<file path="src/hdl/ple_pkg.sv">
// Package for the positional list engine: request and status codes,
// default sizes, stream widths and the cell control struct. No dependencies.
`timescale 1ns / 1ps
`default_nettype none

package ple_pkg;

  // Default sizing
  localparam int CAPACITY_DEF    = 64;
  localparam int ENTRY_WIDTH_DEF = 32;

  // Broadcast position width, enough for the largest supported capacity
  localparam int MAX_IDX_W = 10;

  // Field widths on the streams
  localparam int REQ_W    = 3;
  localparam int POS_W    = 6;
  localparam int VALUE_W  = 32;
  localparam int STATUS_W = 2;
  localparam int COUNT_W  = 7;

  localparam int IN_TDATA_W  = 48;
  localparam int OUT_TDATA_W = 48;

  // Request codes
  localparam logic [REQ_W-1:0] REQ_INS_HEAD = 3'd0;
  localparam logic [REQ_W-1:0] REQ_INS_POS  = 3'd1;
  localparam logic [REQ_W-1:0] REQ_INS_TAIL = 3'd2;
  localparam logic [REQ_W-1:0] REQ_REM_HEAD = 3'd3;
  localparam logic [REQ_W-1:0] REQ_REM_POS  = 3'd4;
  localparam logic [REQ_W-1:0] REQ_REM_TAIL = 3'd5;

  // Status codes
  localparam logic [STATUS_W-1:0] ST_OK       = 2'd0;
  localparam logic [STATUS_W-1:0] ST_FULL     = 2'd1;
  localparam logic [STATUS_W-1:0] ST_EMPTY    = 2'd2;
  localparam logic [STATUS_W-1:0] ST_PAST_END = 2'd3;

  // Control broadcast to every cell of the chain
  typedef struct packed {
    logic                 ins;   // shift up from pos, load new word at pos
    logic                 rem;   // shift down from pos
    logic [MAX_IDX_W-1:0] pos;
  } ctrl_t;

endpackage

`default_nettype wire

</file>
<file path="src/hdl/ple_cell.sv">
// One slot of the shifting list: holds a single entry word and takes its
// neighbor's or the new word on insert or removal. Depends on ple_pkg.
`timescale 1ns / 1ps
`default_nettype none

module ple_cell #(
  parameter int ENTRY_WIDTH = ple_pkg::ENTRY_WIDTH_DEF,
  parameter int INDEX       = 0
) (
  input  wire                    clk,
  input  wire ple_pkg::ctrl_t    ctrl_i,
  input  wire [ENTRY_WIDTH-1:0]  new_word_i,
  input  wire [ENTRY_WIDTH-1:0]  left_word_i,   // from slot INDEX-1
  input  wire [ENTRY_WIDTH-1:0]  right_word_i,  // from slot INDEX+1
  output logic [ENTRY_WIDTH-1:0] word_o
);

  localparam logic [ple_pkg::MAX_IDX_W-1:0] MY_IDX = ple_pkg::MAX_IDX_W'(INDEX);

  logic [ENTRY_WIDTH-1:0] word_r;
  logic [ENTRY_WIDTH-1:0] word_nxt;

  // Next word: open a gap on insert, close it on removal
  always_comb begin
    word_nxt = word_r;
    if (ctrl_i.ins) begin
      if (MY_IDX > ctrl_i.pos) begin
        word_nxt = left_word_i;
      end else if (MY_IDX == ctrl_i.pos) begin
        word_nxt = new_word_i;
      end
    end else if (ctrl_i.rem) begin
      if (MY_IDX >= ctrl_i.pos) begin
        word_nxt = right_word_i;
      end
    end
  end

  // Payload only, no reset
  always_ff @(posedge clk) begin
    word_r <= word_nxt;
  end

  assign word_o = word_r;

endmodule

`default_nettype wire

</file>
<file path="config.mk">
export PLATFORM = sky130hd
export DESIGN_NAME = ple_cell
export DESIGN_NICKNAME = d
export VERILOG_FILES = /design/src/hdl/ple_pkg.sv /design/src/hdl/ple_cell.sv
export SDC_FILE = /design/constraint.sdc
export NUM_CORES = 1
export LEC_CHECK = 0
export BUFFER_PORTS_ARGS = -buffer_cell sky130_fd_sc_hd__buf_4
export CAP_MARGIN = 10
export CORE_MARGIN = 10
export CORE_UTILIZATION = 37
export DETAILED_ROUTE_END_ITERATION = 8
export HOLD_SLACK_MARGIN = 0.03
export PLACE_DENSITY = 0.79
export RECOVER_POWER = 25
export SYNTH_ARGS = -nofsm -noshare
export SYNTH_HDL_FRONTEND = slang
export SYNTH_SLANG_ARGS = --single-unit
</file>
<file path="constraint.sdc">
create_clock -name clk -period 3.1 [get_ports clk]
set_input_delay 0.93 -clock clk [delete_from_list [all_inputs] [get_ports clk]]
set_output_delay 0.93 -clock clk [all_outputs]
set_load 0.1 [all_outputs]
</file>
==> qor.log <==
[global_route] Tot GR Track Use 12.1%
[sta] upper clock frequency limit 415 MHz
[finish] number of flip-flops under the largest register name 32
[synth] simple-gate portion of the synthesized area 1.06%
[synth] share of the yosys chip area belonging to registers 62.8%
[synth] number of instances in the synthesized netlist 72
[power] power density over the cells 381 nW/µm²
[synth] Seq cells post-synth 32
[routing] Routed wire per std cell 19.1 µm
[synth] share of synthesized flip-flops with an asynchronous set or reset 0%
[clock_tree] clock transition at the register clock pins on the worst setup and hold paths after CTS 0.06 ns
[synth] leading post-synthesis cells by instance count sky130_fd_sc_hd__edfxtp_1, sky130_fd_sc_hd__mux2_4, sky130_fd_sc_hd__buf_12, sky130_fd_sc_hd__mux2_2, sky130_fd_sc_hd__nor4_1
[power] worst IR drop on VDD 0.222 mV
[synth] top cells by area, synth sky130_fd_sc_hd__edfxtp_1, sky130_fd_sc_hd__mux2_4, sky130_fd_sc_hd__buf_12, sky130_fd_sc_hd__mux2_2, sky130_fd_sc_hd__nor4_1
[worst_setup_path] master of the slowest instance on the critical path sky130_fd_sc_hd__clkbuf_1
[finish] Ant. Diodes 0
[worst_setup_path] largest fanout of any net on the critical path 1
[clock_tree] sinks on the clock net 32
[synth] number of enable flip-flop cells after synthesis 32
[floorplan] area of the core 4000 µm²
[synth] top_reg_cell synth sky130_fd_sc_hd__edfxtp_1
[sta] sum of negative setup slack 0 ns
[sta] slew at the pin closest to its max-slew limit 1.20 ns
[min_path] hold depth 2
[synth] post-synthesis area per instance 21.2 µm²
[routing] violation count after the first detailed-routing iteration 25
[floorplan] width of the chip 84.3 µm
[worst_setup_path] total buffers and inverters traversed by the critical path 1
[global_route] global route total overflow 0
[synth] post-synthesis mux area share 30.7%
[synth] complex-gate fraction of the synthesized area 0.736%
[worst_setup_path] Crit Path Category register to primary output
[sta] post-layout minimum cycle time 2.41 ns
[synth] post-synthesis cell type with the largest combined area sky130_fd_sc_hd__edfxtp_1
[power] cell-internal power 0.726 mW
[finish] layout net count 294
[min_path] Min-Delay Endpoint word_o[27]
[clock_tree] post-CTS resize count 0
[worst_setup_path] Crit path largest cell delay 0.88 ns
[sta] final-layout worst hold slack 0.940 ns
[synth] fraction of the mapped netlist area in adder cells 0%
[global_route] maximum number of pins on one net before global-route repair 33
[floorplan] Die Span Y 84.3 µm
[floorplan] number of core rows 23
[global_route] antenna violations before repair 0
[sta] # setup viols final 0
[clock_tree] Root Buffer Master sky130_fd_sc_hd__clkbuf_8
[finish] layout filler cell count 342
[synth] top-area cell type share of the netlist area 62.8%
[sta] setup repair after global routing missed its margin false
[synth] Synth Area in XOR/XNOR 0%
[min_path] Worst Hold Launch right_word_i[27]
[finish] final core occ 58.7%
[synth] yosys warns 0
[clock_tree] maximum clock path buffer count 2
[routing] routed via count 1083
[power] share of total power in combinational logic 15.1%
[clock_tree] setup bufs post-CTS 0
[power] Switch Pwr 0.169 mW
[sta] portion of the clock cycle consumed by the worst path in the final layout 77.7%
[worst_setup_path] cell-by-cell listing of the critical path clkbuf_1
[synth] number of nets produced by synthesis 181
[finish] layout cells sized above 1 68.6%
[global_route] number of global-route vias before repair 1298
[synth] combinational family with the most area after synthesis multiplexers
[synth] netlist area before placement 1530 µm²
[min_path] classification of the worst-slack hold path primary input to register
[routing] number of design rule violations left after detail routing 0
[sta] final slew viol count 0
[power] Clk pwr share 31.3%
[worst_setup_path] Setup crit start word_o[26]
[worst_setup_path] CP endpoint kind primary output
[floorplan] area enclosed by the die boundary 7100 µm²
[finish] post-layout instance count excluding filler cells 235
[outcome] outcome completed
[clock_tree] H-tree levels 2
[routing] Post-DRT Antenna Nets 0
[worst_setup_path] kind of cell adding the most delay to the critical path buffers and inverters
[synth] post-synth cell types 8
[finish] area overhead of the layout relative to synthesis 53.5%
[power] leakage power figure 1.04 nW
[clock_tree] CTS hold repair buffers 0
[global_route] wire length of the first global-routing pass 6580 µm
[worst_setup_path] Arr. time, crit path 1.48 ns
[routing] Avg Vias per Cell 4.61
[place] Placed Cells incl. Taps 228
[clock_tree] number of buffers created by CTS 5
[clock_tree] clock tree from TritonCTS yes
[floorplan] starting utilization of the core area 38.2%
[place] final weighted congestion in routability-driven placement 0.792
[sta] worst-case headroom to the max-slew limit 20.5%
[routing] wire length after detailed routing 4480 µm
[power] switching share of power 18.9%
[floorplan] I/O pin cnt 141
[worst_setup_path] startpoint class of the critical path register
[power] Sequential Power Share 53.6%
[place] # port buffers 108
[worst_setup_path] data required time of the critical path 2.17 ns
[routing] number of optimization iterations in the first detailed-route pass 4
[sta] Hold Vio Cnt, Final 0
[synth] count leader, synth sky130_fd_sc_hd__edfxtp_1
[flow_run] number of maximum-capacitance constraint violations 0
-- logic make-up after synthesis --
kind of cell           count (synthesis)
and+or+nand+nor                        3
buffers and inverters                  4
DFF                                   32
AOI/OAI and AO/OA                      1
muxes                                 32
-- metrics by stage --
step | setup WS [ns] | total power, mW | instance area (µm²)
2_1_floorplan | 0.634 | 0.563 | 1530
3_3_place_gp | 0.870 | 0.629 | 2350
3_5_place_dp | 0.850 | 0.635 | 2350
4_1_cts | 1.15 | 0.919 | 2420
5_1_grt | 0.640 | 0.942 | 2350
6_report | 0.691 | 0.895 | 2350
-- cell type report --
cell class	count	area [µm²]	area share (%)
Clock inverter	2	7.51	0.320
Timing Repair Buffer	110	788	33.6
Tap cell	50	62.6	2.67
Multi-Input combinational cell	36	459	19.6
Clock buffer	5	68.8	2.93
Sequential cell	32	961	40.9
-- worst max path at each step --
stage                            end  slack (ns)  depth (start not counted)
after floorplan            word_o[0]        0.63                          2
after global routing      word_o[22]        0.64                          1
after global placement    word_o[17]        0.87                          4
final                     word_o[26]        0.69                          1
after CTS                 word_o[17]        1.15                          4
after detailed placement  word_o[17]        0.85                          4
-- layout by cell type (no fill, tap or decap), drive strengths merged --
| cell type | synthesis | final |
|---|---|---|
| buf | 4 | 100 |
| clkbuf | 0 | 15 |
| o2111a | 1 | 1 |
| mux2 | 32 | 32 |
| edfxtp | 32 | 32 |
| nor4 | 2 | 2 |
| clkinv | 0 | 2 |
| nor2 | 1 | 1 |
-- routing by layer --
| metal | track usage [%] | vias to the layer above | wire length (µm) |
|---|---|---|---|
| met5 | 0 | - | 0 |
| met2 | 21.1 | 64 | 2380 |
| li1 | - | 508 | - |
| met1 | 9.90 | 498 | 1410 |
| met3 | 8.02 | 13 | 528 |
| met4 | 7.00 | 0 | 166 |
-- power by group through the flow --
stage | Combinational (mW) | Clock, mW | Sequential, mW
finish | 0.135 | 0.280 | 0.480
detailed placement | 0.146 | 0 | 0.489
global placement | 0.140 | 0 | 0.489
global route | 0.144 | 0.318 | 0.479
floorplan | 0.0715 | 0 | 0.492
CTS | 0.146 | 0.293 | 0.480
(Power assumes the default switching activity.)
